$ cat config.mk
export PLATFORM = sky130hd
export DESIGN_NAME = jpeg_marker_structure_checker_unit_flat
export DESIGN_NICKNAME = d
export VERILOG_FILES = /design/src/rtl/jmsc_pkg.sv /design/src/rtl/jmsc_if.sv /design/src/rtl/jmsc_front.sv /design/src/rtl/jmsc_queue.sv /design/src/rtl/jmsc_back.sv /design/src/rtl/jpeg_marker_structure_checker_unit.sv /design/src/flat_wrapper.sv
export SDC_FILE = /design/constraint.sdc
export NUM_CORES = 1
export LEC_CHECK = 0
export BUFFER_PORTS_ARGS = -buffer_cell sky130_fd_sc_hd__buf_4
export CAP_MARGIN = 20
export CORE_MARGIN = 2
export CORE_UTILIZATION = 41
export CTS_CLUSTER_DIAMETER = 40
export DETAILED_ROUTE_END_ITERATION = 8
export SLEW_MARGIN = 10
export SYNTH_ARGS = -nofsm -noshare
export SYNTH_HDL_FRONTEND = slang
export SYNTH_SLANG_ARGS = --single-unit
$ cat constraint.sdc
create_clock -name clock -period 3.57 [get_ports clock]
set_clock_uncertainty 0.05 [all_clocks]
set_input_delay 0.1785 -clock clock [delete_from_list [all_inputs] [get_ports clock]]
set_output_delay 0.1785 -clock clock [all_outputs]
set_load 0.005 [all_outputs]
$ cat src/rtl/jmsc_pkg.sv
// Shared types, byte codes and constants of the JPEG marker structure checker.
`default_nettype none

package jmsc_pkg;

   // Widths and reset values.
   localparam int BYTE_COUNT_WIDTH_DEFAULT = 32;
   localparam int QUEUE_DEPTH_DEFAULT      = 4;
   localparam int BUDGET_WIDTH             = 32;
   localparam logic [BUDGET_WIDTH-1:0] BUDGET_RESET = 32'd67108864;

   // Item kinds.
   localparam logic KIND_DATA = 1'b0;
   localparam logic KIND_END  = 1'b1;

   // Verdict codes.
   localparam logic VERDICT_ACCEPT = 1'b0;
   localparam logic VERDICT_REJECT = 1'b1;

   // Marker byte codes.
   localparam logic [7:0] CODE_FILL      = 8'hFF;
   localparam logic [7:0] CODE_ZERO      = 8'h00;
   localparam logic [7:0] CODE_SOI       = 8'hD8;
   localparam logic [7:0] CODE_EOI       = 8'hD9;
   localparam logic [7:0] CODE_SOS       = 8'hDA;
   localparam logic [7:0] CODE_SOF_FIRST = 8'hC0;
   localparam logic [7:0] CODE_SOF_LAST  = 8'hCF;
   localparam logic [7:0] CODE_DHT       = 8'hC4;
   localparam logic [7:0] CODE_JPG       = 8'hC8;
   localparam logic [7:0] CODE_DAC       = 8'hCC;
   localparam logic [7:0] CODE_RST_FIRST = 8'hD0;
   localparam logic [7:0] CODE_RST_LAST  = 8'hD7;
   localparam logic [7:0] CODE_TEM       = 8'h01;

   // Segment length limits.
   localparam logic [15:0] MIN_SEG_LEN = 16'd2;
   localparam logic [15:0] MIN_SOF_LEN = 16'd8;
   localparam logic [2:0]  HDR_LAST    = 3'd5;

   // Classes that the front end assigns to every byte.
   typedef enum logic [3:0] {
      BC_FILL,
      BC_ZERO,
      BC_SOI,
      BC_EOI,
      BC_SOS,
      BC_RST,
      BC_TEM,
      BC_SOF,
      BC_OTHER
   } byte_class_type;

   // Parser phases.
   typedef enum logic [3:0] {
      PH_SOI0,
      PH_SOI1,
      PH_PREFIX,
      PH_MARKER,
      PH_LEN_HI,
      PH_LEN_LO,
      PH_SOF_LEN_HI,
      PH_SOF_LEN_LO,
      PH_SOF_HDR,
      PH_SKIP,
      PH_ENTROPY,
      PH_ENTROPY_FF,
      PH_EOI_TAIL,
      PH_ACCEPTED
   } parse_phase_type;

   // One classified item as it sits in the queue.
   typedef struct packed {
      logic           kind;
      logic [7:0]     data_byte;
      byte_class_type byte_class;
   } queue_item_type;

   // Head of the queue as the back end sees it.
   typedef struct packed {
      logic           valid;
      queue_item_type item;
   } queue_head_type;

endpackage : jmsc_pkg

`default_nettype wire

$ cat src/rtl/jmsc_if.sv
// Channel interfaces of the checker: byte input, result output and budget write.
`default_nettype none

interface jmsc_req_if;
   logic       valid;
   logic       ready;
   logic       kind;
   logic [7:0] data_byte;

   modport source (output valid, output kind, output data_byte, input ready);
   modport sink   (input valid, input kind, input data_byte, output ready);
endinterface : jmsc_req_if

interface jmsc_rsp_if;
   logic        valid;
   logic        ready;
   logic        verdict;
   logic [15:0] image_width;
   logic [15:0] image_height;

   modport source (output valid, output verdict, output image_width, output image_height,
                   input ready);
   modport sink   (input valid, input verdict, input image_width, input image_height,
                   output ready);
endinterface : jmsc_rsp_if

interface jmsc_csr_if;
   logic        valid;
   logic        ready;
   logic [31:0] data;

   modport source (output valid, output data, input ready);
   modport sink   (input valid, input data, output ready);
endinterface : jmsc_csr_if

`default_nettype wire

$ cat src/rtl/jmsc_front.sv
// Front end: accepts input transactions and classifies each byte by marker code.
`default_nettype none

module jmsc_front (
   jmsc_req_if.sink          req_bus,
   input  logic              push_ready,
   output logic              push_valid,
   output jmsc_pkg::queue_item_type push_item
);
   import jmsc_pkg::*;

   byte_class_type byte_class;

   // Decode the byte into its marker class.
   always_comb begin
      unique case (req_bus.data_byte) inside
         CODE_FILL:                       byte_class = BC_FILL;
         CODE_ZERO:                       byte_class = BC_ZERO;
         CODE_SOI:                        byte_class = BC_SOI;
         CODE_EOI:                        byte_class = BC_EOI;
         CODE_SOS:                        byte_class = BC_SOS;
         CODE_TEM:                        byte_class = BC_TEM;
         [CODE_RST_FIRST:CODE_RST_LAST]:  byte_class = BC_RST;
         CODE_DHT, CODE_JPG, CODE_DAC:    byte_class = BC_OTHER;
         [CODE_SOF_FIRST:CODE_DHT - 8'd1],
         [CODE_DHT + 8'd1:CODE_JPG - 8'd1],
         [CODE_JPG + 8'd1:CODE_DAC - 8'd1],
         [CODE_DAC + 8'd1:CODE_SOF_LAST]: byte_class = BC_SOF;
         default:                         byte_class = BC_OTHER;
      endcase
   end

   // A transaction is taken whenever the queue has room.
   assign req_bus.ready        = push_ready;
   assign push_valid           = req_bus.valid;
   assign push_item.kind       = req_bus.kind;
   assign push_item.data_byte  = req_bus.data_byte;
   assign push_item.byte_class = byte_class;

endmodule : jmsc_front

`default_nettype wire

$ cat src/rtl/jmsc_queue.sv
// Short register queue between the classifying front end and the parser.
`default_nettype none

module jmsc_queue #(
   parameter int QUEUE_DEPTH = jmsc_pkg::QUEUE_DEPTH_DEFAULT
) (
   input  logic                     clock,
   input  logic                     reset,
   input  logic                     push_valid,
   input  jmsc_pkg::queue_item_type push_item,
   output logic                     push_ready,
   input  logic                     pop,
   output jmsc_pkg::queue_head_type head
);
   import jmsc_pkg::*;

   localparam int PTR_W = (QUEUE_DEPTH > 1) ? $clog2(QUEUE_DEPTH) : 1;
   localparam int CNT_W = $clog2(QUEUE_DEPTH + 1);
   localparam logic [PTR_W-1:0] PTR_LAST = PTR_W'(QUEUE_DEPTH - 1);
   localparam logic [CNT_W-1:0] CNT_FULL = CNT_W'(QUEUE_DEPTH);

   queue_item_type   entry_ff [QUEUE_DEPTH];
   logic [PTR_W-1:0] wr_ptr_ff, wr_ptr_in;
   logic [PTR_W-1:0] rd_ptr_ff, rd_ptr_in;
   logic [CNT_W-1:0] count_ff, count_in;
   logic             push;

   assign push_ready = (count_ff != CNT_FULL);
   assign push       = push_valid && push_ready;
   assign head.valid = (count_ff != '0);
   assign head.item  = entry_ff[rd_ptr_ff];

   // Pointer and fill count update.
   always_comb begin
      wr_ptr_in = wr_ptr_ff;
      rd_ptr_in = rd_ptr_ff;
      count_in  = count_ff;
      if (push) begin
         wr_ptr_in = (wr_ptr_ff == PTR_LAST) ? '0 : wr_ptr_ff + 1'b1;
      end
      if (pop) begin
         rd_ptr_in = (rd_ptr_ff == PTR_LAST) ? '0 : rd_ptr_ff + 1'b1;
      end
      if (push && !pop) begin
         count_in = count_ff + 1'b1;
      end else if (pop && !push) begin
         count_in = count_ff - 1'b1;
      end
   end

   always_ff @(posedge clock) begin
      if (reset) begin
         wr_ptr_ff <= '0;
         rd_ptr_ff <= '0;
         count_ff  <= '0;
      end else begin
         wr_ptr_ff <= wr_ptr_in;
         rd_ptr_ff <= rd_ptr_in;
         count_ff  <= count_in;
      end
   end

   // Entry storage needs no reset.
   always_ff @(posedge clock) begin
      if (push) begin
         entry_ff[wr_ptr_ff] <= push_item;
      end
   end

endmodule : jmsc_queue

`default_nettype wire

$ cat src/rtl/jmsc_back.sv
// Back end: marker segment parser with byte budget and the result register.
`default_nettype none

module jmsc_back #(
   parameter int BYTE_COUNT_WIDTH = jmsc_pkg::BYTE_COUNT_WIDTH_DEFAULT
) (
   input  logic                              clock,
   input  logic                              reset,
   input  jmsc_pkg::queue_head_type          head,
   output logic                              pop,
   input  logic [jmsc_pkg::BUDGET_WIDTH-1:0] byte_budget,
   jmsc_rsp_if.source                        rsp_bus
);
   import jmsc_pkg::*;

   localparam int CMP_W = (BYTE_COUNT_WIDTH > BUDGET_WIDTH) ? BYTE_COUNT_WIDTH : BUDGET_WIDTH;

   parse_phase_type             phase_ff, phase_in;
   logic [15:0]                 seg_len_ff, seg_len_in;
   logic [15:0]                 skip_ff, skip_in;
   logic [2:0]                  hdr_pos_ff, hdr_pos_in;
   logic [15:0]                 width_ff, width_in;
   logic [15:0]                 height_ff, height_in;
   logic                        dims_seen_ff, dims_seen_in;
   logic                        is_scan_ff, is_scan_in;
   logic                        rejected_ff, rejected_in;
   logic [BYTE_COUNT_WIDTH-1:0] count_ff, count_in;

   logic                        rsp_valid_ff, rsp_valid_in;
   logic                        verdict_ff, verdict_in;
   logic [15:0]                 out_width_ff, out_width_in;
   logic [15:0]                 out_height_ff, out_height_in;

   logic                        out_free;
   logic                        take_end;
   logic                        take_data;
   logic                        budget_hit;
   logic                        result_ok;
   logic [7:0]                  b;
   byte_class_type              bc;
   logic [15:0]                 full_len;
   logic [15:0]                 skip_dec;

   // Marker decision, shared by the marker and entropy phases.
   parse_phase_type             mk_phase;
   logic                        mk_reject;
   logic                        mk_set_scan;
   logic                        mk_scan;

   // End-of-segment decision.
   parse_phase_type             fin_phase;
   logic                        fin_reject;

   assign b  = head.item.data_byte;
   assign bc = head.item.byte_class;

   // An end item waits until the result register is free.
   assign out_free  = !rsp_valid_ff || rsp_bus.ready;
   assign pop       = head.valid && ((head.item.kind == KIND_DATA) || out_free);
   assign take_end  = pop && (head.item.kind == KIND_END);
   assign take_data = pop && (head.item.kind == KIND_DATA);

   assign budget_hit = (CMP_W'(count_ff) >= CMP_W'(byte_budget)) || (&count_ff);
   assign result_ok  = !rejected_ff && ((phase_ff == PH_ACCEPTED) || (phase_ff == PH_EOI_TAIL));
   assign full_len   = {seg_len_ff[15:8], b};
   assign skip_dec   = skip_ff - 16'd1;

   // Marker code handling.
   always_comb begin
      mk_phase    = phase_ff;
      mk_reject   = 1'b0;
      mk_set_scan = 1'b0;
      mk_scan     = 1'b0;
      unique case (bc)
         BC_ZERO, BC_SOI, BC_RST: mk_reject = 1'b1;
         BC_EOI: begin
            if (!dims_seen_ff) mk_reject = 1'b1;
            else mk_phase = PH_EOI_TAIL;
         end
         BC_TEM: mk_phase = PH_PREFIX;
         BC_SOF: begin
            mk_set_scan = 1'b1;
            mk_phase    = PH_SOF_LEN_HI;
         end
         BC_SOS: begin
            mk_set_scan = 1'b1;
            mk_scan     = 1'b1;
            mk_phase    = PH_LEN_HI;
         end
         default: begin
            mk_set_scan = 1'b1;
            mk_phase    = PH_LEN_HI;
         end
      endcase
   end

   // A finished segment leads to entropy data after a scan header.
   always_comb begin
      fin_reject = is_scan_ff && !dims_seen_ff;
      fin_phase  = is_scan_ff ? (dims_seen_ff ? PH_ENTROPY : phase_ff) : PH_PREFIX;
   end

   // Parser next state.
   always_comb begin
      phase_in     = phase_ff;
      seg_len_in   = seg_len_ff;
      skip_in      = skip_ff;
      hdr_pos_in   = hdr_pos_ff;
      width_in     = width_ff;
      height_in    = height_ff;
      dims_seen_in = dims_seen_ff;
      is_scan_in   = is_scan_ff;
      rejected_in  = rejected_ff;
      count_in     = count_ff;

      if (take_end) begin
         phase_in     = PH_SOI0;
         seg_len_in   = '0;
         skip_in      = '0;
         hdr_pos_in   = '0;
         width_in     = '0;
         height_in    = '0;
         dims_seen_in = 1'b0;
         is_scan_in   = 1'b0;
         rejected_in  = 1'b0;
         count_in     = '0;
      end else if (take_data && !rejected_ff && (phase_ff != PH_ACCEPTED)) begin
         if (budget_hit) begin
            // The budget is spent: this byte acts as end of file.
            if (phase_ff == PH_EOI_TAIL) phase_in = PH_ACCEPTED;
            else rejected_in = 1'b1;
         end else begin
            count_in = count_ff + 1'b1;
            unique case (phase_ff)
               PH_SOI0: begin
                  if (b != CODE_FILL) rejected_in = 1'b1;
                  else phase_in = PH_SOI1;
               end
               PH_SOI1: begin
                  if (b != CODE_SOI) rejected_in = 1'b1;
                  else phase_in = PH_PREFIX;
               end
               PH_PREFIX: begin
                  if (b != CODE_FILL) rejected_in = 1'b1;
                  else phase_in = PH_MARKER;
               end
               PH_MARKER: begin
                  if (bc != BC_FILL) begin
                     phase_in    = mk_phase;
                     rejected_in = mk_reject;
                     if (mk_set_scan) is_scan_in = mk_scan;
                  end
               end
               PH_LEN_HI: begin
                  seg_len_in = {b, 8'h00};
                  phase_in   = PH_LEN_LO;
               end
               PH_SOF_LEN_HI: begin
                  seg_len_in = {b, 8'h00};
                  phase_in   = PH_SOF_LEN_LO;
               end
               PH_LEN_LO: begin
                  seg_len_in = full_len;
                  if (full_len < MIN_SEG_LEN) begin
                     rejected_in = 1'b1;
                  end else if (full_len == MIN_SEG_LEN) begin
                     skip_in     = '0;
                     phase_in    = fin_phase;
                     rejected_in = fin_reject;
                  end else begin
                     skip_in  = full_len - MIN_SEG_LEN;
                     phase_in = PH_SKIP;
                  end
               end
               PH_SOF_LEN_LO: begin
                  seg_len_in = full_len;
                  if (full_len < MIN_SOF_LEN) begin
                     rejected_in = 1'b1;
                  end else begin
                     hdr_pos_in = '0;
                     phase_in   = PH_SOF_HDR;
                  end
               end
               PH_SOF_HDR: begin
                  case (hdr_pos_ff)
                     3'd1:    height_in = {b, 8'h00};
                     3'd2:    height_in = {height_ff[15:8], b};
                     3'd3:    width_in  = {b, 8'h00};
                     3'd4:    width_in  = {width_ff[15:8], b};
                     default: ;
                  endcase
                  if (hdr_pos_ff >= HDR_LAST) begin
                     hdr_pos_in = '0;
                     if ((width_ff == '0) || (height_ff == '0) || dims_seen_ff) begin
                        rejected_in = 1'b1;
                     end else begin
                        dims_seen_in = 1'b1;
                        skip_in      = seg_len_ff - MIN_SOF_LEN;
                        if (seg_len_ff == MIN_SOF_LEN) begin
                           phase_in    = fin_phase;
                           rejected_in = fin_reject;
                        end else begin
                           phase_in = PH_SKIP;
                        end
                     end
                  end else begin
                     hdr_pos_in = hdr_pos_ff + 3'd1;
                  end
               end
               PH_SKIP: begin
                  skip_in = skip_dec;
                  if (skip_dec == '0) begin
                     phase_in    = fin_phase;
                     rejected_in = fin_reject;
                  end
               end
               PH_ENTROPY: begin
                  if (bc == BC_FILL) phase_in = PH_ENTROPY_FF;
               end
               PH_ENTROPY_FF: begin
                  if ((bc == BC_ZERO) || (bc == BC_RST)) begin
                     phase_in = PH_ENTROPY;
                  end else if (bc != BC_FILL) begin
                     phase_in    = mk_phase;
                     rejected_in = mk_reject;
                     if (mk_set_scan) is_scan_in = mk_scan;
                  end
               end
               default: rejected_in = 1'b1;
            endcase
         end
      end
   end

   // Result register: loaded by an end item, emptied by the sink.
   always_comb begin
      rsp_valid_in  = rsp_valid_ff;
      verdict_in    = verdict_ff;
      out_width_in  = out_width_ff;
      out_height_in = out_height_ff;
      if (rsp_valid_ff && rsp_bus.ready) begin
         rsp_valid_in = 1'b0;
      end
      if (take_end) begin
         rsp_valid_in  = 1'b1;
         verdict_in    = result_ok ? VERDICT_ACCEPT : VERDICT_REJECT;
         out_width_in  = result_ok ? width_ff : '0;
         out_height_in = result_ok ? height_ff : '0;
      end
   end

   always_ff @(posedge clock) begin
      if (reset) begin
         phase_ff     <= PH_SOI0;
         seg_len_ff   <= '0;
         skip_ff      <= '0;
         hdr_pos_ff   <= '0;
         width_ff     <= '0;
         height_ff    <= '0;
         dims_seen_ff <= 1'b0;
         is_scan_ff   <= 1'b0;
         rejected_ff  <= 1'b0;
         count_ff     <= '0;
         rsp_valid_ff <= 1'b0;
      end else begin
         phase_ff     <= phase_in;
         seg_len_ff   <= seg_len_in;
         skip_ff      <= skip_in;
         hdr_pos_ff   <= hdr_pos_in;
         width_ff     <= width_in;
         height_ff    <= height_in;
         dims_seen_ff <= dims_seen_in;
         is_scan_ff   <= is_scan_in;
         rejected_ff  <= rejected_in;
         count_ff     <= count_in;
         rsp_valid_ff <= rsp_valid_in;
      end
   end

   // Result payload needs no reset.
   always_ff @(posedge clock) begin
      verdict_ff    <= verdict_in;
      out_width_ff  <= out_width_in;
      out_height_ff <= out_height_in;
   end

   assign rsp_bus.valid        = rsp_valid_ff;
   assign rsp_bus.verdict      = verdict_ff;
   assign rsp_bus.image_width  = out_width_ff;
   assign rsp_bus.image_height = out_height_ff;

endmodule : jmsc_back

`default_nettype wire

$ cat src/rtl/jpeg_marker_structure_checker_unit.sv
// Top level of the JPEG marker structure checker.
`default_nettype none

// Checks the marker structure of a JPEG file presented one byte per transaction on
// req_bus and closed by an end item (kind = 1). Each end item yields exactly one
// result on rsp_bus: verdict 0 with the frame width and height when the file is
// well formed (SOI, valid segments, one frame header, EOI directly before the end),
// verdict 1 with zero dimensions otherwise; data bytes yield no result. The block
// takes one item per clock cycle in sustained operation; an end item is held only
// while the previous result is still waiting in the output register. A byte that is
// accepted is registered in a queue of QUEUE_DEPTH entries before the parser takes
// it, and the result of an end item is loaded into the output register on rsp_bus
// as the parser takes that item. The csr_bus write sets the byte budget
// (reset 67108864): once that many bytes of a file are consumed, the next data byte
// counts as end of file. Write it only while the block is idle.
module jpeg_marker_structure_checker_unit #(
   parameter int BYTE_COUNT_WIDTH = jmsc_pkg::BYTE_COUNT_WIDTH_DEFAULT,
   parameter int QUEUE_DEPTH      = jmsc_pkg::QUEUE_DEPTH_DEFAULT
) (
   input  logic        clock,
   input  logic        reset,
   jmsc_req_if.sink    req_bus,
   jmsc_rsp_if.source  rsp_bus,
   jmsc_csr_if.sink    csr_bus
);
   import jmsc_pkg::*;

   logic [BUDGET_WIDTH-1:0] budget_ff, budget_in;
   logic                    push_valid;
   logic                    push_ready;
   queue_item_type          push_item;
   queue_head_type          head;
   logic                    pop;

   // Budget register, always ready for a write.
   assign csr_bus.ready = 1'b1;
   assign budget_in     = (csr_bus.valid && csr_bus.ready) ? csr_bus.data : budget_ff;

   always_ff @(posedge clock) begin
      if (reset) begin
         budget_ff <= BUDGET_RESET;
      end else begin
         budget_ff <= budget_in;
      end
   end

   jmsc_front u_front (
      .req_bus    (req_bus),
      .push_ready (push_ready),
      .push_valid (push_valid),
      .push_item  (push_item)
   );

   jmsc_queue #(
      .QUEUE_DEPTH (QUEUE_DEPTH)
   ) u_queue (
      .clock      (clock),
      .reset      (reset),
      .push_valid (push_valid),
      .push_item  (push_item),
      .push_ready (push_ready),
      .pop        (pop),
      .head       (head)
   );

   jmsc_back #(
      .BYTE_COUNT_WIDTH (BYTE_COUNT_WIDTH)
   ) u_back (
      .clock       (clock),
      .reset       (reset),
      .head        (head),
      .pop         (pop),
      .byte_budget (budget_ff),
      .rsp_bus     (rsp_bus)
   );

`ifndef SYNTHESIS
   // A rejected file reports zero dimensions.
   a_reject_zero_dims: assert property (@(posedge clock) disable iff (reset)
      (rsp_bus.valid && (rsp_bus.verdict == VERDICT_REJECT)) |->
         ((rsp_bus.image_width == '0) && (rsp_bus.image_height == '0)))
      else $error("rejected result carries nonzero dimensions");

   // An accepted file always has a nonzero frame size.
   a_accept_nonzero_dims: assert property (@(posedge clock) disable iff (reset)
      (rsp_bus.valid && (rsp_bus.verdict == VERDICT_ACCEPT)) |->
         ((rsp_bus.image_width != '0) && (rsp_bus.image_height != '0)))
      else $error("accepted result carries a zero dimension");

   // The parser only takes items that the queue holds.
   a_pop_needs_item: assert property (@(posedge clock) disable iff (reset)
      pop |-> head.valid)
      else $error("parser popped an empty queue");

   // An end item taken by the parser puts a result on rsp_bus at the next edge.
   a_end_item_after_free: assert property (@(posedge clock) disable iff (reset)
      (pop && (head.item.kind == KIND_END)) |=> rsp_bus.valid)
      else $error("end item taken without producing a result");
`endif

endmodule : jpeg_marker_structure_checker_unit

`default_nettype wire
$ cat src/flat_wrapper.sv
// flat-port wrapper written by rule: the top's interface ports become plain ports
module jpeg_marker_structure_checker_unit_flat import jmsc_pkg::*;
#(
   parameter int BYTE_COUNT_WIDTH = jmsc_pkg::BYTE_COUNT_WIDTH_DEFAULT,
   parameter int QUEUE_DEPTH      = jmsc_pkg::QUEUE_DEPTH_DEFAULT
)
  (clock, reset, req_bus_valid, req_bus_kind, req_bus_data_byte, req_bus_ready, rsp_bus_valid, rsp_bus_verdict, rsp_bus_image_width, rsp_bus_image_height, rsp_bus_ready, csr_bus_valid, csr_bus_data, csr_bus_ready);
  jmsc_req_if req_bus_i ();
  jmsc_rsp_if rsp_bus_i ();
  jmsc_csr_if csr_bus_i ();
  input  logic clock;
  input  logic reset;
  input wire logic [$bits(req_bus_i.valid)-1:0] req_bus_valid;
  input wire logic [$bits(req_bus_i.kind)-1:0] req_bus_kind;
  input wire logic [$bits(req_bus_i.data_byte)-1:0] req_bus_data_byte;
  output wire logic [$bits(req_bus_i.ready)-1:0] req_bus_ready;
  output wire logic [$bits(rsp_bus_i.valid)-1:0] rsp_bus_valid;
  output wire logic [$bits(rsp_bus_i.verdict)-1:0] rsp_bus_verdict;
  output wire logic [$bits(rsp_bus_i.image_width)-1:0] rsp_bus_image_width;
  output wire logic [$bits(rsp_bus_i.image_height)-1:0] rsp_bus_image_height;
  input wire logic [$bits(rsp_bus_i.ready)-1:0] rsp_bus_ready;
  input wire logic [$bits(csr_bus_i.valid)-1:0] csr_bus_valid;
  input wire logic [$bits(csr_bus_i.data)-1:0] csr_bus_data;
  output wire logic [$bits(csr_bus_i.ready)-1:0] csr_bus_ready;
  assign req_bus_i.valid = req_bus_valid;
  assign req_bus_i.kind = req_bus_kind;
  assign req_bus_i.data_byte = req_bus_data_byte;
  assign req_bus_ready = req_bus_i.ready;
  assign rsp_bus_valid = rsp_bus_i.valid;
  assign rsp_bus_verdict = rsp_bus_i.verdict;
  assign rsp_bus_image_width = rsp_bus_i.image_width;
  assign rsp_bus_image_height = rsp_bus_i.image_height;
  assign rsp_bus_i.ready = rsp_bus_ready;
  assign csr_bus_i.valid = csr_bus_valid;
  assign csr_bus_i.data = csr_bus_data;
  assign csr_bus_ready = csr_bus_i.ready;
  jpeg_marker_structure_checker_unit #(.BYTE_COUNT_WIDTH(BYTE_COUNT_WIDTH), .QUEUE_DEPTH(QUEUE_DEPTH)) u_core (.clock(clock), .reset(reset), .req_bus(req_bus_i), .rsp_bus(rsp_bus_i), .csr_bus(csr_bus_i));
endmodule
# Word level (Yosys, flattened, before mapping)
# Memories as Yosys holds them, arrays and structs flattened. A register that Yosys moved wholly into a read port is not among the register bits.
# Cells that the tools add are included.
[totals] latchBits=0 register_bits=179 memories=1 mem_bits_ro=0 mem_bits_rw=52 output_inout_bits=36
[classes] bitwise=6 magnitude_cmp=14 shift=0 addsub=9 n_mul=0 n_div=0 mux=64 n_eq_ne=60 reduce_logical=67
[memory_table] name="u_core.u_queue.entry_ff" words=4 word_bits=13 read_ports=1 rd_ports_with_merged_regs=1 write_ports=1 line="jmsc_queue.sv:22" source="queue_item_type entry_ff [QUEUE_DEPTH];"
[ops] operator="case mux 16 bit (2 select lines)" n=3
[ops] operator="2-to-1 mux 4 bit" n=18
[ops] operator="2-to-1 mux 16 bit" n=4
[ops] operator="zero test 16 bit" n=3
[ops] operator="case mux 16 bit (3 select lines)" n=1
[ops] operator="case mux 4 bit (12 select lines)" n=1
[ops] operator="greater-or-equal comparator 8 bit, second input constant" n=5
[ops] operator="<= comparator 8 bit, second input constant" n=5
[ops] operator="inequality test 3 bit, second input constant" n=13
[ops] operator="adder 32 x 1 -> 32 bit, second input constant" n=1
[ops] operator="== test 4 x 3 -> 1 bit, second input constant" n=8
[ops] operator="== test 8 bit, second input constant" n=4
[ops] operator="greater-or-equal comparator 32 bit" n=1
[ops] operator="case mux 4 bit (8 select lines)" n=1
[ops] operator="AND reduction 32 bit" n=1
[ops] operator="== test 4 bit, second input constant" n=6
[ops] operator="2-to-1 mux 1 bit" n=23
[ops] operator="AND reduction 4 bit" n=5
[ops] operator="== test 16 x 2 -> 1 bit, second input constant" n=1
[ops] operator="== test 16 x 4 -> 1 bit, second input constant" n=1
[ops] operator="== test 4 x 2 -> 1 bit, second input constant" n=4
[ops] operator="logical AND 1 bit" n=16
[ops] operator="< comparator 16 x 2 -> 1 bit, second input constant" n=1
[ops] operator="< comparator 16 x 4 -> 1 bit, second input constant" n=1
[ops] operator="other kinds (43)" n=93

# Depth between registers and ports, before layout
# Gate-level depths: netlist (run 1).
[logic_depth] depth_word=8 mapped_depth=13

# Modules after synthesis
# Synthesis (run 1) repeated with hierarchy kept, for this count alone.
[hier_totals] hier_cells=1250 hier_area_um2=12233.0
[by_module_without_submodules] mod="jmsc_back" cells_per_inst=992 seq_area_each_um2=3133.0 n_inst=1 area_each_um2=8445.6
[by_module_without_submodules] mod="jmsc_queue" cells_per_inst=115 seq_area_each_um2=1741.7 n_inst=1 area_each_um2=2353.5
[by_module_without_submodules] mod="jpeg_marker_structure_checker_unit" cells_per_inst=105 seq_area_each_um2=640.6 n_inst=1 area_each_um2=1177.4
[by_module_without_submodules] mod="jmsc_front" cells_per_inst=38 seq_area_each_um2=0.0 n_inst=1 area_each_um2=256.5

# Worst setup path after synthesis (run 1)
# OpenSTA, ideal clock, no wires.
[synth_timing] kind="register to register" startpoint="register u_core.u_back.count_ff[25]" endpoint="register u_core.u_back.width_ff[4]" arrival_time_ns=2.782 period_less_slack_ns=2.960 required_time_ns=3.392 stages_incl_launch_ff=12 slack_ns=0.610 path_buffers=2 cell_sequence="dfxtp_1 -> ha_1 -> a21oi_1 -> o21ai_1 -> a2111oi_0 -> a211oi_1 -> or3_1 -> clkbuf_1 -> or4_1 -> clkbuf_1 -> a22oi_1 -> nor2_1"
[synth_via] elab_chain_cells=4 word_cells_on_any_way=5
[synth_rtl] item="from (decl)" line="jmsc_back.sv:27" source="logic [BYTE_COUNT_WIDTH-1:0] count_ff, count_in;"
[synth_rtl] item="from (signal assigned)" line="jmsc_back.sv:275" source="count_ff <= count_in;"
[synth_rtl] item="greater-or-equal comparator 32 bit or AND reduction 32 bit (tied branches)" line="jmsc_back.sv:63" source="assign budget_hit = (CMP_W'(count_ff) >= CMP_W'(byte_budget)) || (&count_ff);"
[synth_rtl] item="logical OR 1 bit *" line="jmsc_back.sv:63"
[synth_rtl] item="NOT 1 bit (no line) *"
[synth_rtl] item="AND reduction 4 bit (no line) *"
[synth_rtl] item="to (signal assigned)" line="jmsc_back.sv:270" source="width_ff <= width_in;"
[synth_rtl] item="to (decl)" line="jmsc_back.sv:22" source="logic [15:0] width_ff, width_in;"
# Every way passes the cells marked *; elsewhere a longest branch is shown, timed or not.
# A chain may end at the register's enable or synchronous reset.

# Worst setup path in the final report (run 1)
[layout_timing] startpoint="register u_core.u_back.count_ff[2]" endpoint="register u_core.u_back.skip_ff[5]"
[layout_via] elab_chain_cells=4 word_cells_on_any_way=5
[layout_rtl] item="greater-or-equal comparator 32 bit or AND reduction 32 bit (tied branches)" line="jmsc_back.sv:63"
[layout_rtl] item="logical OR 1 bit *" line="jmsc_back.sv:63"
[layout_rtl] item="NOT 1 bit (no line) *"
[layout_rtl] item="AND reduction 6 bit (no line) *"
[layout_rtl] item="to (signal assigned)" line="jmsc_back.sv:268" source="skip_ff <= skip_in;"
[layout_rtl] item="to (decl)" line="jmsc_back.sv:20" source="logic [15:0] skip_ff, skip_in;"
# Marked as above.

==> results_dict.tcl, run 1 <==
set metrics [dict create \
    status "finished clean" \
    synth_common_cells "148 x dfxtp_1, 129 x nor2_1, 104 x nand2_1" \
    setup_viol 0 \
    first_iter_violations 851 \
    synth_cell_types 79 \
    synth_fa_ha_area_share_pct 5.26 \
    ys_ff_latch 233 \
    syn_avg_cell_area_um2 9.51 \
    start_kind "register" \
    endpoint_kind "register" \
    firstDrtPassIters 5 \
    wirelength_um 29600 \
    cts_tree "built" \
    final_util_pct 51.3 \
    drive_above_1_share_pct 15.8 \
    clockBufferDepth 3 \
    synth.most_common_cell "dfxtp_1" \
    hold_path_class "in2reg" \
    yosys_warnings 0 \
    synthSimpleGateAreaFrac_pct 21.9 \
    syn-num-nets 1361 \
    power.total_mw 9.07 \
    cp.arrival_ps 3660 \
    ys.flop_type "dfxtp_1" \
    start_util_pct 41.8 \
    ir_worst_vdd_v 0.000377 \
    htreeDepth 2 \
    synthToLayoutAreaGrowth_pct 22.8 \
    die_area_mm2 0.0307 \
    portBuffers 80 \
    io_pins 82 \
    power_density_mw_per_mm2 614 \
    p_leak_nw 5.64 \
    antenna_cells 0 \
    clkTransAtPathRegs_ps 50 \
    slew_viol_final 0 \
    cts.sinks 233 \
    placed_cells 1685 \
    dp_hpwl_um 20400 \
    final_cells 1798 \
    synth_top_area_share_pct 24.6 \
    fin_nets 1480 \
    drc 0 \
    postPlaceCellArea_mm2 0.0130 \
    finalWorstSetupSlack_ps 219 \
    syn-instance-count 1265 \
    antenna_found_initial 0 \
    grt_max_degree 43 \
    slew-limit-headroom_pct 24.9 \
    synth_xor_area_share_pct 2.99 \
    synth_edf_count 85 \
    clock_latency_ps 520 \
    synth-compound-area-share_pct 12.3 \
    yosysSeqAreaShare_pct 45.8 \
    post-synth-top-area-cell "dfxtp_1" \
    fp.dieH_um 175 \
    final_antenna_net_count 0 \
    finalCriticalPeriod_ps 3350 \
    finish.instance_area_mm2 0.0148 \
    tightestPinTransition_ps 1130 \
    fin_setup_tns_ps 0 \
    place_ws_ps 151 \
    synth_area_mm2 0.0120 \
    muxShareOfSynthArea_pct 7.43 \
    grt_pass1_vias 9461 \
    finalHoldViolations 0 \
    maxCapViolCount 0 \
    cts_root_buf "clkbuf_16" \
    vias 9824 \
    synth_top_family_by_area "simple AND/OR/NAND/NOR gates" \
    fmax_ghz 0.298 \
    synthTopCellsByArea "dfxtp_1 25%, edfxtp_1 21%, ha_1 5.1%, mux2i_1 5.0%, nor2_1 4.0%" \
    die_w_um 175 \
    core_area_mm2 0.0288 \
    wl_per_cell_um 16.5 \
    cp.required_ps 3880 \
    path_class "reg2reg" \
    gp_congestion 0.911 \
    via_per_inst 5.46 \
    holdWs_ps 16.3 \
    grt_first_pass_wirelength_um 48600 \
    rsz0062_at_grt "false" \
    finalCritPeriodShare_pct 93.9 \
    rows 62 \
    crit_fanout 12 \
    async_flop_share_pct 0 \
    grt_usage_pct 19.3 \
    cts_buffers 38 \
    grt-ovfl-total 0 \
]
==> layout by cell type, fill, tap and decap left out, drive strengths merged, types with 7 or more instances in the layout <==
cell type	synthesis	layout
o21ai	41	41
mux2i	60	60
or4	13	13
a211oi	16	16
xnor2	21	21
inv	57	60
or3	21	21
nor3	44	44
and2	38	38
clkbuf	57	48
a22oi	14	14
edfxtp	85	85
clkinv	0	12
o31ai	10	10
nor2b	7	7
nor2	130	130
nor4	25	25
a31oi	7	7
nand3	36	36
or3b	7	7
nand4	27	27
and3	16	16
xor2	20	20
ha	49	49
dlygate4sd3	0	42
mux4	13	13
nand2	105	105
dfxtp	148	148
a21oi	93	93
buf	17	111
==> state kept, by name (all words and copies together), names as in the netlist, 4 cells and up, named ones only <==
register	cells
u_core.u_back.seg_len_ff	16
u_core.u_back.skip_ff	16
u_core.u_back.height_ff	16
u_core.u_back.count_ff	32
u_core.u_back.width_ff	16
u_core.budget_ff	32
u_core.u_back.rsp_bus.image_width	16
u_core.u_back.phase_ff	4
u_core.u_queue.entry_ff	52
u_core.u_back.rsp_bus.image_height	16
==> what timing repair did <==
action | CTS | global route
setup buffers | 0 | 0
hold endpoints to repair | 69 | 0
gates resized for setup | 0 | 4
endpoints found under the setup margin | 0 | 25
hold buffers | 42 | 0
==> routing by layer <==
layer	routed length, um	GRT usage (%)	vias to the layer above
met3	1500	3.27	58
li1	-	-	4863
met4	811	6.46	0
met2	13700	31.4	266
met5	0	0	-
met1	13600	26.2	4637
==> path summary, 6_finish.rpt <==
path                                       to  slack [ps]  depth (start not counted)                         from
setup / recovery     u_core.u_back.skip_ff[5]         220                         10    u_core.u_back.count_ff[2]
hold / removal    u_core.u_queue.wr_ptr_ff[0]          20                          4                req_bus_valid
setup reg to reg     u_core.u_back.skip_ff[5]         220                         10    u_core.u_back.count_ff[2]
hold reg to reg   u_core.u_back.height_ff[14]         420                          2  u_core.u_back.height_ff[14]
==> critical path, stage by stage, from the launching register on <==
cell	delay, ps
dfxtp_1	420
ha_1	280
a211o_1	290
a31oi_1	160
o221ai_1	160
a21o_1	280
a21boi_4	430
buf_4	240
nand3_2	200
nor2_1	500
a211oi_1	170
==> power by group <==
| part | total (mW) | internal, mW | switching (mW) |
|---|---|---|---|
| clock | 3.65 | 2.33 | 1.32 |
| combinational | 2.22 | 0.846 | 1.38 |
| sequential | 3.20 | 3.07 | 0.125 |
==> cells by family (layout without fill, tap and decap cells) <==
family / after synthesis / count (layout)
flip-flops: 233 / 233
multiplexers: 73 / 73
AO/OA/AOI/OAI: 231 / 231
AND/OR/NAND/NOR: 505 / 505
XOR/XNOR: 41 / 41
buffers and inverters: 131 / 280
adder cells (fa/ha/maj): 50 / 50
other: 1 / 1
==> cell type report <==
type	instances	area, um^2
Fill cell	2604	14000
Clock inverter	22	245
Timing Repair Buffer	153	1250
Clock buffer	48	1050
Inverter	57	214
Sequential cell	233	5520
Multi-Input combinational cell	901	6020
Tap cell	384	480
Note: power is estimated with default switching activity, not from simulation.
==> run 2: changes to the inputs <==
- CORE_ASPECT_RATIO: not set -> 0.6
==> results_dict.tcl, run 2 (synthesis results as in run 1) <==
set metrics [dict create \
    clockBufferDepth 3 \
    power_density_mw_per_mm2 588 \
    p_sw_mw 2.92 \
    fill_cells 2660 \
    postPlaceCellArea_mm2 0.0131 \
    vias 9994 \
    r2r-start "u_core.budget_ff[27]" \
    finalCritPeriodShare_pct 92.7 \
    slew-limit-headroom_pct 25.7 \
    dp_hpwl_um 22200 \
    wl_met2_um 12800 \
    pwr-share-seq_pct 36.5 \
    setup_viol 0 \
    largest_register_ffs 52 \
    core_area_mm2 0.0288 \
    finalWorstSetupSlack_ps 259 \
    final_antenna_net_count 0 \
    drc 0 \
    grt_first_pass_wirelength_um 50300 \
    htreeDepth 1 \
    rsz0062_at_grt "false" \
    die_w_um 225 \
    status "finished clean" \
    cp.required_ps 3970 \
    fin_setup_tns_ps 0 \
    endpoint_kind "register" \
    gp_congestion 0.927 \
    antenna_cells 0 \
    slowest_stage "or4_4" \
    wl_per_cell_um 17.5 \
    rrSetupSlack_ps 260 \
    antenna_found_initial 0 \
    cts.sinks 233 \
    clkPwrFrac_pct 37.1 \
    maxCapViolCount 0 \
    final_common_cell "dfxtp_1" \
    clock_latency_ps 570 \
    firstDrtPassIters 5 \
    crit_cells 10 \
    rows 48 \
    grt-ovfl-total 0 \
    final_util_pct 51.9 \
    switching_share_pct 33.1 \
    slew_viol_final 0 \
    regMostFlops "u_core.u_queue.entry_ff" \
    fp.dieH_um 137 \
    clkTransAtPathRegs_ps 70 \
    cts_tree "built" \
    p_int_mw 5.89 \
    cts_buffers 30 \
    finalCriticalPeriod_ps 3310 \
    wl_met1_um 16400 \
    cts_root_buf "clkbuf_16" \
    wirelength_um 31700 \
    crit_fanout 9 \
    hold_path_class "in2reg" \
    fmax_ghz 0.302 \
    finish.instance_area_mm2 0.0150 \
    cp-endpoint "u_core.u_back.width_ff[14]" \
    crit_buf_inv 1 \
    synthToLayoutAreaGrowth_pct 24.4 \
    path_class "reg2reg" \
    via_per_inst 5.52 \
    ir_worst_vdd_v 0.000348 \
    crit_path_start "u_core.budget_ff[27]" \
    first_iter_violations 732 \
    pwr-share-comb_pct 26.4 \
    rr_endpoint "u_core.u_back.width_ff[14]" \
    start_kind "register" \
    drive_above_1_share_pct 15.2 \
    grt_usage_pct 20.4 \
    cp_slowest_stage_delay_ps 730 \
    start_util_pct 41.7 \
    post-cts-setup-buffer-count 0 \
    cp.arrival_ps 3720 \
    grt_max_degree 45 \
    top_layer_used "met4" \
    final_cell_mix "148 x dfxtp_1, 129 x nor2_1, 111 x buf_4, 103 x nand2_1, 92 x a21oi_1" \
    fin_nets 1507 \
    wl_met3_um 2020 \
    portBuffers 80 \
    crit_chain "inv_1, ha_1, a21oi_1, o21ai_1, a2111oi_0, a211oi_1, or3_1, or4_4, mux2i_1, nor2_1" \
    place_ws_ps 80.6 \
    tightestPinTransition_ps 1110 \
    p_leak_nw 5.77 \
    critPathTopFamily "simple AND/OR/NAND/NOR gates" \
    grt_pass1_vias 9299 \
    holdWs_ps 130 \
    io_pins 82 \
    top_regs "u_core.u_queue.entry_ff: 52 flops, u_core.budget_ff: 32 flops, u_core.u_back.count_ff: 32 flops" \
    rr_worst_depth 10 \
    finalHoldViolations 0 \
    die_area_mm2 0.0308 \
    min_from "csr_bus_valid" \
]
-- run 2: cell types whose count changed in the layout (fill, tap and decap cells not counted), moves of 2 or more --
cell and change:
clkinvlp_4 -3, dlygate4sd3_1 +31, clkinv_8 +5, clkbuf_16 -8
clkbuf_1 -5, buf_12 +4, clkinv_4 -3, clkbuf_8 -4
inv_6 +4, clkinv_2 -4, inv_8 +2
-- run 2: power groups by stage --
stage               clock network, mW  registers [mW]  logic [mW]
floorplan                           0            3.24        1.36
global placement                    0            3.27        2.21
detailed placement                  0            3.27        2.24
CTS                              3.33            3.22        2.31
global route                     3.43            3.24        2.51
finish                           3.26            3.21        2.33
-- run 2: metrics by stage --
stage                     std cells  total power, mW
after global routing           1810             9.18
final                          1810             8.80
after global placement         1681             5.48
after floorplan                1265             4.60
after CTS                      1810             8.86
after detailed placement       1681             5.51
-- run 2: layout make-up --
cell class              count  area [um^2]  area share [%]
clock buffers              31          776            5.18
clock inverters            25          335            2.24
inverters                  57          214            1.43
multi-input cells         901         6010            40.2
flip-flops and latches    233         5520            36.9
well taps                 375          469            3.14
repair buffers            188         1640            11.0
-- run 2: repair_timing --
item,4_1_cts,5_1_grt
hold endpoints to repair,72,0
gates resized for setup,0,3
hold buffers,73,0
endpoints found under the setup margin,0,19
-- run 2: how the worst min path moves through the flow --
stage	to	depth (start not counted)
floorplan	u_core.u_queue.entry_ff[0][10]	0
global placement	u_core.u_queue.entry_ff[2][12]	1
detailed placement	u_core.u_queue.entry_ff[1][12]	1
CTS	u_core.budget_ff[26]	2
global route	u_core.budget_ff[26]	2
finish	u_core.budget_ff[26]	2
-- run 2: worst register-to-register path, stage by stage, from the launching register on --
cell and delay (ps):
dfxtp_1 340, inv_1 50, ha_1 300, a21oi_1 150
o21ai_1 100, a2111oi_0 430, a211oi_1 180, or3_1 610
or4_4 730, mux2i_1 210, nor2_1 70
-- run 2: metal layers --
metal  up-vias  GRT usage, %
li1       4901             -
met1      4792          32.4
met2       262          28.7
met3        39          3.61
met4         0          3.57
met5         -             0
